$ cat src/rtl/core/gdfs_pkg.sv
`default_nettype none
package gdfs_pkg;

    localparam int MAX_ROWS   = 64;
    localparam int MAX_COLS   = 64;
    localparam int ROW_W      = $clog2(MAX_ROWS);
    localparam int COL_W      = $clog2(MAX_COLS);
    localparam int ADDR_W     = ROW_W + COL_W;
    localparam int CELL_COUNT = MAX_ROWS * MAX_COLS;
    localparam int CNT_W      = ADDR_W + 1;
    localparam int DIM_W      = 7;
    localparam int POS_W      = DIM_W + 1;

    localparam logic [1:0] CMD_LOAD   = 2'd0;
    localparam logic [1:0] CMD_SEARCH = 2'd1;

    localparam logic [1:0] REG_ROWS = 2'd0;
    localparam logic [1:0] REG_COLS = 2'd1;

    localparam logic [2:0] K_FREE  = 3'd0;
    localparam logic [2:0] K_WALL  = 3'd1;
    localparam logic [2:0] K_GOAL  = 3'd2;
    localparam logic [2:0] K_SEEN  = 3'd3;
    localparam logic [2:0] K_ROUTE = 3'd4;
    localparam logic [2:0] K_DEAD  = 3'd5;

    localparam logic [1:0] KIND_UNUSED = 2'd3;

    typedef struct packed {
        logic [ROW_W-1:0] r;
        logic [COL_W-1:0] c;
        logic [1:0]       head;
        logic [2:0]       tried;
    } frame_t;

    localparam int FRAME_W = $bits(frame_t);

    // heading order: right, down, left, up
    function automatic logic [POS_W-1:0] step_row(input logic [1:0] d);
        logic [POS_W-1:0] s;
        begin
            case (d)
                2'd1:    s = POS_W'(1);
                2'd3:    s = {POS_W{1'b1}};
                default: s = '0;
            endcase
            return s;
        end
    endfunction

    function automatic logic [POS_W-1:0] step_col(input logic [1:0] d);
        logic [POS_W-1:0] s;
        begin
            case (d)
                2'd0:    s = POS_W'(1);
                2'd2:    s = {POS_W{1'b1}};
                default: s = '0;
            endcase
            return s;
        end
    endfunction

endpackage
`default_nettype wire

$ cat src/rtl/core/gdfs_ctrl.sv
`default_nettype none
module gdfs_ctrl (
    input  wire logic                        clk,
    input  wire logic                        rst_n,
    input  wire logic                        start,
    output logic                             busy,
    input  wire logic [1:0]                  cmd,
    input  wire logic [gdfs_pkg::ROW_W-1:0]  row,
    input  wire logic [gdfs_pkg::COL_W-1:0]  col,
    input  wire logic [1:0]                  cell_kind,
    input  wire logic [gdfs_pkg::DIM_W-1:0]  used_rows,
    input  wire logic [gdfs_pkg::DIM_W-1:0]  used_cols,
    output logic                             grid_we,
    output logic [gdfs_pkg::ADDR_W-1:0]      grid_waddr,
    output logic [2:0]                       grid_wdata,
    output logic [gdfs_pkg::ADDR_W-1:0]      grid_raddr,
    input  wire logic [2:0]                  grid_rdata,
    output logic                             snap_we,
    output logic [gdfs_pkg::ADDR_W-1:0]      snap_waddr,
    output logic [2:0]                       snap_wdata,
    output logic [gdfs_pkg::ADDR_W-1:0]      snap_raddr,
    input  wire logic [2:0]                  snap_rdata,
    output logic                             stk_we,
    output logic [gdfs_pkg::ADDR_W-1:0]      stk_waddr,
    output gdfs_pkg::frame_t                 stk_wdata,
    output logic [gdfs_pkg::ADDR_W-1:0]      stk_raddr,
    input  gdfs_pkg::frame_t                 stk_rdata,
    output logic                             done,
    output logic                             goal_found,
    output logic [1:0]                       explore_mark,
    output logic [2:0]                       final_mark
);
    import gdfs_pkg::*;

    typedef enum logic [6:0] {
        S_IDLE = 7'b0000001,
        S_RD   = 7'b0000010,
        S_CLR  = 7'b0000100,
        S_WALK = 7'b0001000,
        S_CHK  = 7'b0010000,
        S_POP  = 7'b0100000,
        S_COPY = 7'b1000000
    } state_t;

    state_t            state_reg, state_next;
    logic [CNT_W-1:0]  cnt_reg, cnt_next;
    logic              pend_reg, pend_next;
    logic [ADDR_W-1:0] pend_addr_reg, pend_addr_next;
    logic [CNT_W-1:0]  depth_reg, depth_next;
    frame_t            top_reg, top_next;
    logic [ROW_W-1:0]  nb_r_reg, nb_r_next;
    logic [COL_W-1:0]  nb_c_reg, nb_c_next;
    logic [1:0]        nb_head_reg, nb_head_next;
    logic              route_reg, route_next;
    logic              found_reg, found_next;
    logic [ADDR_W-1:0] idx_reg, idx_next;
    logic              out_valid_reg, out_valid_next;
    logic [1:0]        out_exp_reg, out_exp_next;
    logic [2:0]        out_fin_reg, out_fin_next;

    logic              accept;
    logic [1:0]        dir;
    logic [POS_W-1:0]  nr, nc;
    logic              in_bounds;
    logic              can_enter;
    logic [2:0]        load_kind;
    logic              walk_begin, walk_begin_route;
    logic              walk_fin, walk_ok;
    logic [CNT_W-1:0]  depth_dec;

    assign busy   = (state_reg != S_IDLE);
    assign accept = start && !busy;

    assign dir = top_reg.head + top_reg.tried[1:0];
    assign nr  = {{(POS_W-ROW_W){1'b0}}, top_reg.r} + step_row(dir);
    assign nc  = {{(POS_W-COL_W){1'b0}}, top_reg.c} + step_col(dir);
    assign in_bounds = !nr[POS_W-1] && !nc[POS_W-1]
                    && (nr < {1'b0, used_rows}) && (nc < {1'b0, used_cols});
    assign depth_dec = depth_reg - CNT_W'(1);

    assign can_enter = (grid_rdata != K_WALL) && (grid_rdata != K_GOAL)
                    && (route_reg ? (grid_rdata != K_ROUTE && grid_rdata != K_DEAD)
                                  : (grid_rdata != K_SEEN));

    assign load_kind = (cell_kind == KIND_UNUSED) ? K_FREE : {1'b0, cell_kind};

    always_comb
    begin
        state_next       = state_reg;
        cnt_next         = cnt_reg;
        pend_next        = pend_reg;
        pend_addr_next   = pend_addr_reg;
        depth_next       = depth_reg;
        top_next         = top_reg;
        nb_r_next        = nb_r_reg;
        nb_c_next        = nb_c_reg;
        nb_head_next     = nb_head_reg;
        route_next       = route_reg;
        found_next       = found_reg;
        idx_next         = idx_reg;
        out_valid_next   = 1'b0;
        out_exp_next     = out_exp_reg;
        out_fin_next     = out_fin_reg;
        grid_we          = 1'b0;
        grid_waddr       = '0;
        grid_wdata       = K_FREE;
        grid_raddr       = {row, col};
        snap_we          = 1'b0;
        snap_waddr       = '0;
        snap_wdata       = K_FREE;
        snap_raddr       = {row, col};
        stk_we           = 1'b0;
        stk_waddr        = depth_dec[ADDR_W-1:0];
        stk_wdata        = top_reg;
        stk_raddr        = '0;
        walk_begin       = 1'b0;
        walk_begin_route = 1'b0;
        walk_fin         = 1'b0;
        walk_ok          = 1'b0;

        unique case (state_reg)
            S_IDLE:
            begin
                if (accept)
                begin
                    idx_next = {row, col};
                    case (cmd)
                        CMD_LOAD:
                        begin
                            grid_we        = 1'b1;
                            grid_waddr     = {row, col};
                            grid_wdata     = load_kind;
                            snap_we        = 1'b1;
                            snap_waddr     = {row, col};
                            snap_wdata     = load_kind;
                            out_valid_next = 1'b1;
                            out_exp_next   = load_kind[1:0];
                            out_fin_next   = load_kind;
                        end
                        CMD_SEARCH:
                        begin
                            cnt_next   = '0;
                            pend_next  = 1'b0;
                            state_next = S_CLR;
                        end
                        default:
                        begin
                            state_next = S_RD;
                        end
                    endcase
                end
            end
            S_RD:
            begin
                out_valid_next = 1'b1;
                out_exp_next   = snap_rdata[1:0];
                out_fin_next   = grid_rdata;
                state_next     = S_IDLE;
            end
            S_CLR:
            begin
                // read one cell a cycle; in the next cycle, clear it to free if it holds a walk mark
                if (pend_reg && grid_rdata >= K_SEEN)
                begin
                    grid_we    = 1'b1;
                    grid_waddr = pend_addr_reg;
                    grid_wdata = K_FREE;
                end
                if (cnt_reg < CNT_W'(CELL_COUNT))
                begin
                    grid_raddr     = cnt_reg[ADDR_W-1:0];
                    pend_next      = 1'b1;
                    pend_addr_next = cnt_reg[ADDR_W-1:0];
                    cnt_next       = cnt_reg + CNT_W'(1);
                end
                else
                begin
                    pend_next = 1'b0;
                    if (!pend_reg)
                    begin
                        walk_begin = 1'b1;
                    end
                end
            end
            S_WALK:
            begin
                if (depth_reg == '0)
                begin
                    walk_fin = 1'b1;
                end
                else if (top_reg.tried == 3'd4)
                begin
                    if (route_reg)
                    begin
                        grid_we    = 1'b1;
                        grid_waddr = {top_reg.r, top_reg.c};
                        grid_wdata = K_DEAD;
                    end
                    depth_next = depth_dec;
                    stk_raddr  = ADDR_W'(depth_reg - CNT_W'(2));
                    if (depth_dec == '0)
                    begin
                        walk_fin = 1'b1;
                    end
                    else
                    begin
                        state_next = S_POP;
                    end
                end
                else
                begin
                    top_next.tried = top_reg.tried + 3'd1;
                    if (in_bounds)
                    begin
                        grid_raddr   = {nr[ROW_W-1:0], nc[COL_W-1:0]};
                        nb_r_next    = nr[ROW_W-1:0];
                        nb_c_next    = nc[COL_W-1:0];
                        nb_head_next = route_reg ? 2'd0 : dir;
                        state_next   = S_CHK;
                    end
                end
            end
            S_CHK:
            begin
                state_next = S_WALK;
                if (grid_rdata == K_GOAL)
                begin
                    walk_fin = 1'b1;
                    walk_ok  = 1'b1;
                end
                else if (can_enter)
                begin
                    grid_we    = 1'b1;
                    grid_waddr = {nb_r_reg, nb_c_reg};
                    grid_wdata = route_reg ? K_ROUTE : K_SEEN;
                    stk_we     = (depth_reg != '0);
                    top_next   = '{r: nb_r_reg, c: nb_c_reg, head: nb_head_reg,
                                   tried: 3'd0};
                    depth_next = depth_reg + CNT_W'(1);
                end
            end
            S_POP:
            begin
                top_next   = stk_rdata;
                state_next = S_WALK;
            end
            S_COPY:
            begin
                if (pend_reg)
                begin
                    snap_we    = 1'b1;
                    snap_waddr = pend_addr_reg;
                    snap_wdata = grid_rdata;
                end
                if (cnt_reg < CNT_W'(CELL_COUNT))
                begin
                    grid_raddr     = cnt_reg[ADDR_W-1:0];
                    pend_next      = 1'b1;
                    pend_addr_next = cnt_reg[ADDR_W-1:0];
                    cnt_next       = cnt_reg + CNT_W'(1);
                end
                else
                begin
                    pend_next = 1'b0;
                    if (!pend_reg)
                    begin
                        if (found_reg)
                        begin
                            walk_begin       = 1'b1;
                            walk_begin_route = 1'b1;
                        end
                        else
                        begin
                            grid_raddr = idx_reg;
                            snap_raddr = idx_reg;
                            state_next = S_RD;
                        end
                    end
                end
            end
            default:
            begin
                state_next = S_IDLE;
            end
        endcase

        if (walk_begin)
        begin
            route_next   = walk_begin_route;
            depth_next   = '0;
            nb_r_next    = '0;
            nb_c_next    = '0;
            nb_head_next = 2'd0;
            if (used_rows != '0 && used_cols != '0)
            begin
                grid_raddr = '0;
                state_next = S_CHK;
            end
            else
            begin
                walk_fin = 1'b1;
            end
        end

        if (walk_fin)
        begin
            depth_next = '0;
            if (!route_next)
            begin
                found_next = walk_ok;
                cnt_next   = '0;
                pend_next  = 1'b0;
                state_next = S_COPY;
            end
            else
            begin
                grid_raddr = idx_reg;
                snap_raddr = idx_reg;
                state_next = S_RD;
            end
        end
    end

    always_ff @(posedge clk or negedge rst_n)
    begin
        if (!rst_n)
        begin
            state_reg     <= S_IDLE;
            cnt_reg       <= '0;
            pend_reg      <= 1'b0;
            depth_reg     <= '0;
            route_reg     <= 1'b0;
            found_reg     <= 1'b0;
            out_valid_reg <= 1'b0;
        end
        else
        begin
            state_reg     <= state_next;
            cnt_reg       <= cnt_next;
            pend_reg      <= pend_next;
            depth_reg     <= depth_next;
            route_reg     <= route_next;
            found_reg     <= found_next;
            out_valid_reg <= out_valid_next;
        end
    end

    always_ff @(posedge clk)
    begin
        pend_addr_reg <= pend_addr_next;
        top_reg       <= top_next;
        nb_r_reg      <= nb_r_next;
        nb_c_reg      <= nb_c_next;
        nb_head_reg   <= nb_head_next;
        idx_reg       <= idx_next;
        out_exp_reg   <= out_exp_next;
        out_fin_reg   <= out_fin_next;
    end

    assign done         = out_valid_reg;
    assign goal_found   = found_reg;
    assign explore_mark = out_exp_reg;
    assign final_mark   = out_fin_reg;

    a_depth_bound: assert property (@(posedge clk) disable iff (!rst_n)
        depth_reg <= CNT_W'(CELL_COUNT))
        else $error("walk depth beyond cell count");

    a_push_nonempty: assert property (@(posedge clk) disable iff (!rst_n)
        stk_we |-> (state_reg == S_CHK) && (depth_reg != '0))
        else $error("frame saved with empty walk");

    a_done_source: assert property (@(posedge clk) disable iff (!rst_n)
        out_valid_reg |-> $past(state_reg == S_RD || (accept && cmd == CMD_LOAD)))
        else $error("result without a finished item");

    a_busy_no_done: assert property (@(posedge clk) disable iff (!rst_n)
        (state_reg == S_CLR || state_reg == S_COPY) |=> !out_valid_reg)
        else $error("result during a sweep");

endmodule
`default_nettype wire

$ cat config.mk
export PLATFORM = sky130hd
export DESIGN_NAME = gdfs_ctrl
export DESIGN_NICKNAME = d
export VERILOG_FILES = /design/src/rtl/core/gdfs_pkg.sv /design/src/rtl/core/gdfs_ctrl.sv
export SDC_FILE = /design/constraint.sdc
export NUM_CORES = 1
export LEC_CHECK = 0
export ABC_AREA = 1
export BUFFER_PORTS_ARGS = -buffer_cell sky130_fd_sc_hd__buf_2
export CORE_MARGIN = 1
export CORE_UTILIZATION = 35
export CTS_CLUSTER_DIAMETER = 120
export CTS_CLUSTER_SIZE = 10
export DETAILED_ROUTE_END_ITERATION = 8
export GPL_ROUTABILITY_DRIVEN = 0
export GPL_TIMING_DRIVEN = 0
export SYNTH_ARGS = -nofsm -noshare
export SYNTH_HDL_FRONTEND = slang
export SYNTH_SLANG_ARGS = --single-unit
$ cat constraint.sdc
create_clock -name clk -period 6.61 [get_ports clk]
set_input_delay 1.322 -clock clk [delete_from_list [all_inputs] [get_ports clk]]
set_output_delay 1.322 -clock clk [all_outputs]
set_load 0.01 [all_outputs]
==> tab_implementation.tex <==
\begin{tabular}{lr}
\hline
Metric & Value \\
\hline
\multicolumn{2}{l}{\textbf{Status}} \\
\quad Result of the run & complete, no violations \\
\multicolumn{2}{l}{\textbf{Cells and area}} \\
\quad Area growth from synthesis to layout & 19.1\% \\
\quad Number of filler cells placed in the layout & 2185 \\
\quad Diodes inserted & 0 \\
\quad Design Area, Final & 8920 um\^{}2 \\
\quad Final net count & 1310 \\
\quad Number of flip-flops in the largest register & 17 \\
\quad Share of cells above drive strength 1 & 20.8\% \\
\multicolumn{2}{l}{\textbf{Floorplan}} \\
\quad Placeable core area & 21000 um\^{}2 \\
\quad Cell Rows & 53 \\
\quad Die Outline Area & 22000 um\^{}2 \\
\quad Count of boundary I/O pins & 162 \\
\quad Chip Height & 148 um \\
\quad Effective utilization at floorplan & 35.6\% \\
\quad Width of the die & 148 um \\
\multicolumn{2}{l}{\textbf{STA}} \\
\quad Slew of the pin with the lowest slew margin & 1.14 ns \\
\quad RSZ-0062 raised after global routing & false \\
\quad Post-layout min period & 6.10 ns \\
\quad Worst hold slack & 0.486 ns \\
\quad Total negative setup slack & 0 ns \\
\quad Fmax & 164 MHz \\
\quad Final number of hold-violating endpoints & 0 \\
\quad Clock skew & 0.0146 ns \\
\quad Final slew viol count & 0 \\
\quad Remaining max-slew budget at the tightest pin & 23.8\% \\
\quad Post-route clock period utilization & 92.3\% \\
\quad Final setup violation count & 0 \\
\quad Minimum setup slack in the final design & 0.509 ns \\
\multicolumn{2}{l}{\textbf{Clock tree}} \\
\quad Clock latency reported for the late side of the worst-skew pair & 0.36 ns \\
\quad Maximum buffer depth of the clock tree & 2 \\
\quad TritonCTS clock tree & yes \\
\quad Deepest level of the CTS H-tree & 3 \\
\quad Number of buffers inserted to repair setup after CTS & 0 \\
\quad Hold bufs inserted after CTS & 0 \\
\quad Root Buffer Master & sky130\_fd\_sc\_hd\_\_clkbuf\_16 \\
\quad Post-CTS sizing & 0 \\
\quad Number of sinks handled by clock tree synthesis & 97 \\
\quad CTS Buf Count & 9 \\
\quad Clk slew on worst S/H paths & 0.08 ns \\
\multicolumn{2}{l}{\textbf{Critical path}} \\
\quad Crit-path max FO & 9 \\
\quad Register-to-register setup slack & 2.45 ns \\
\quad Required time of the worst setup path & 5.29 ns \\
\quad Worst setup path class & flop to primary output \\
\quad Kind of capture point of the worst setup path & primary output \\
\quad Startpoint of the worst register-to-register path & stk\_wdata[0] \\
\quad CP Launch Type & flop \\
\quad Critical path data arrival time & 4.78 ns \\
\quad Launching instance or port of the critical path & stk\_wdata[0] \\
\multicolumn{2}{l}{\textbf{Yosys}} \\
\quad Number of warning messages in the yosys log & 0 \\
\quad Most common cell in the synthesized netlist & sky130\_fd\_sc\_hd\_\_nand2\_1 \\
\quad Top cells by area, synth & sky130\_fd\_sc\_hd\_\_edfxtp\_1, sky130\_fd\_sc\_hd\_\_nand2\_1, sky130\_fd\_sc\_hd\_\_dfrtp\_1, sky130\_fd\_sc\_hd\_\_inv\_1, sky130\_fd\_sc\_hd\_\_nor2\_1 \\
\quad Post-Syn Area per Cell & 7.09 um\^{}2 \\
\quad Number of enable flip-flop cells after synthesis & 46 \\
\quad Post-synthesis cell type count & 57 \\
\quad Commonest cells post-synth & sky130\_fd\_sc\_hd\_\_nand2\_1, sky130\_fd\_sc\_hd\_\_inv\_1, sky130\_fd\_sc\_hd\_\_nor2\_1, sky130\_fd\_sc\_hd\_\_o21ai\_0, sky130\_fd\_sc\_hd\_\_nand3\_1 \\
\quad Top-area cell type share of the netlist area & 18.4\% \\
\quad Sequential share of the synthesized area & 34.6\% \\
\quad Share of flip-flops with an asynchronous set or reset after synthesis & 38.1\% \\
\quad Main flop type after synthesis & sky130\_fd\_sc\_hd\_\_edfxtp\_1 \\
\quad Gate count after technology mapping & 1056 \\
\quad Number of nets produced by synthesis & 1138 \\
\quad Post-synthesis cell type with the largest combined area & sky130\_fd\_sc\_hd\_\_edfxtp\_1 \\
\quad Register bit total from synthesis & 97 \\
\quad Post-synthesis instance area & 7490 um\^{}2 \\
\multicolumn{2}{l}{\textbf{Drt}} \\
\quad Number of detailed-routing iterations run before antenna repair & 5 \\
\quad Detail-routed via count per cell & 5.25 \\
\quad Wire length after detailed routing & 25900 um \\
\quad Number of vias after detailed routing & 7923 \\
\quad Routed len/inst & 17.2 um \\
\quad Drt first-iter violations & 811 \\
\quad Detail Route Antenna Nets & 0 \\
\quad Post-route DRC & 0 \\
\multicolumn{2}{l}{\textbf{Placement}} \\
\quad Number of port buffers & 160 \\
\quad Post-DP HPWL & 20500 um \\
\quad Worst slack, placed & 1.02 ns \\
\quad Instance area at placement & 8640 um\^{}2 \\
\multicolumn{2}{l}{\textbf{Pwr}} \\
\quad Worst voltage drop across the vdd grid & 0.000134 V \\
\quad Leakage Power & 4.40 nW \\
\quad Power per cell area & 168 nW/um\^{}2 \\
\multicolumn{2}{l}{\textbf{Global route}} \\
\quad Total track usage & 23.6\% \\
\quad Total gr overflow & 0 \\
\quad Maximum number of pins on one net before global-route repair & 38 \\
\quad Wire length of the first global-routing pass & 39500 um \\
\quad Number of global-route vias before repair & 7173 \\
\quad Initial antenna violation count & 1 \\
\multicolumn{2}{l}{\textbf{Job}} \\
\quad Maximum capacitance violations & 0 \\
\multicolumn{2}{l}{\textbf{Min path}} \\
\quad Source of the worst hold timing path & nb\_c\_reg[4] \\
\quad Worst hold-check path type & flop to flop \\
\hline
\end{tabular}
[worst paths after layout]
path                                  to  depth (start not counted)
max in group asynchronous   depth_reg[6]                          1
min in group asynchronous    cnt_reg[11]                          1
max                        grid_raddr[7]                         27
min                          nb_c_reg[4]                          2
min reg2reg                  nb_c_reg[4]                          2
max reg2reg                 state_reg[3]                         23
[layout make-up]
class | instances | area, um^2 | share of cell area (%)
Multi-Input combinational cell | 775 | 4160 | 46.7
Sequential cell | 97 | 2590 | 29.0
Timing Repair Buffer | 161 | 806 | 9.03
Inverter | 151 | 568 | 6.37
Tap cell | 275 | 344 | 3.86
Clock buffer | 9 | 225 | 2.52
Buffer | 33 | 175 | 1.96
Clock inverter | 7 | 52.6 | 0.589
[cell families (layout without fill, tap and decap cells)]
kind of cell	Yosys count	after routing	synth area share [%]
AO/OA/AOI/OAI	195	195	15.4
buffers and inverters	184	361	9.92
XOR/XNOR	30	30	3.51
adder cells (fa/ha/maj)	26	26	4.34
multiplexers	14	14	2.10
AND/OR/NAND/NOR	510	510	30.2
flip-flops	97	97	34.6
[metrics by stage]
step / cells / power, W / util (%)
floorplan: 1056 / 0.000873 / -
global placement: 1491 / 0.000992 / 41.1
detailed placement: 1491 / 0.000995 / 41.1
CTS: 1507 / 0.00151 / 42.4
global route: 1508 / 0.00157 / 42.4
finish: 1508 / 0.00150 / 42.4
[placed cells by master, fill, tap and decap left out, types with 5 or more instances in the layout]
| cell type | n |
|---|---|
| sky130_fd_sc_hd__clkbuf_16 | 9 |
| sky130_fd_sc_hd__nor2_2 | 5 |
| sky130_fd_sc_hd__o21ai_0 | 67 |
| sky130_fd_sc_hd__clkbuf_1 | 18 |
| sky130_fd_sc_hd__o2111ai_1 | 6 |
| sky130_fd_sc_hd__a211oi_1 | 8 |
| sky130_fd_sc_hd__buf_2 | 168 |
| sky130_fd_sc_hd__dfxtp_1 | 14 |
| sky130_fd_sc_hd__dfrtp_1 | 36 |
| sky130_fd_sc_hd__nand3_1 | 66 |
| sky130_fd_sc_hd__nand2_2 | 16 |
| sky130_fd_sc_hd__o211ai_1 | 10 |
| sky130_fd_sc_hd__nand2_1 | 243 |
| sky130_fd_sc_hd__o22ai_1 | 14 |
| sky130_fd_sc_hd__ha_1 | 26 |
| sky130_fd_sc_hd__nor3_1 | 10 |
| sky130_fd_sc_hd__mux2_2 | 14 |
| sky130_fd_sc_hd__inv_2 | 10 |
| sky130_fd_sc_hd__a221oi_1 | 9 |
| sky130_fd_sc_hd__nor2_1 | 124 |
| sky130_fd_sc_hd__xor2_1 | 22 |
| sky130_fd_sc_hd__inv_1 | 139 |
| sky130_fd_sc_hd__o21ai_1 | 8 |
| sky130_fd_sc_hd__a21oi_1 | 53 |
| sky130_fd_sc_hd__xnor2_1 | 8 |
| sky130_fd_sc_hd__edfxtp_1 | 46 |
| sky130_fd_sc_hd__nand4_1 | 25 |
[routing by layer]
layer	wire [um]	global-route usage, %	part of all wire, %	vias to the layer above
met5	10	0	0.039	-
met4	516	6.80	2.0	2
met3	1630	2.88	6.3	36
met2	11600	36.5	45	309
met1	12100	34.2	47	3694
li1	-	-	-	3882
[worst max-delay path: stages, from the launching register on]
cell                       delay (ns)
sky130_fd_sc_hd__edfxtp_1        0.47
sky130_fd_sc_hd__ha_1            0.47
sky130_fd_sc_hd__inv_1           0.25
sky130_fd_sc_hd__nand4_1         0.19
sky130_fd_sc_hd__nand2_1         0.13
sky130_fd_sc_hd__inv_1           0.05
sky130_fd_sc_hd__ha_1            0.18
sky130_fd_sc_hd__inv_1           0.05
sky130_fd_sc_hd__nand2_1         0.07
sky130_fd_sc_hd__nand2_1         0.08
sky130_fd_sc_hd__nand2_1         0.08
sky130_fd_sc_hd__xnor2_1         0.30
sky130_fd_sc_hd__ha_1            0.29
sky130_fd_sc_hd__nand2_1         0.07
sky130_fd_sc_hd__nand2_1         0.04
sky130_fd_sc_hd__nand2_1         0.05
sky130_fd_sc_hd__nand2_1         0.05
sky130_fd_sc_hd__nand2_1         0.07
sky130_fd_sc_hd__nand2_1         0.05
sky130_fd_sc_hd__nor2_1          0.16
sky130_fd_sc_hd__nand4_2         0.35
sky130_fd_sc_hd__nand2_1         0.36
sky130_fd_sc_hd__nand2_1         0.20
sky130_fd_sc_hd__nand2_1         0.10
sky130_fd_sc_hd__nand2_1         0.05
sky130_fd_sc_hd__nand2_1         0.05
sky130_fd_sc_hd__nand2_1         0.06
sky130_fd_sc_hd__buf_2           0.14
[power breakdown]
group | switching (W) | internal, W
clock | 0.000259 | 0.000258
combinational | 0.000202 | 0.0000910
sequential | 0.0000218 | 0.000670
(Power assumes the default switching activity.)
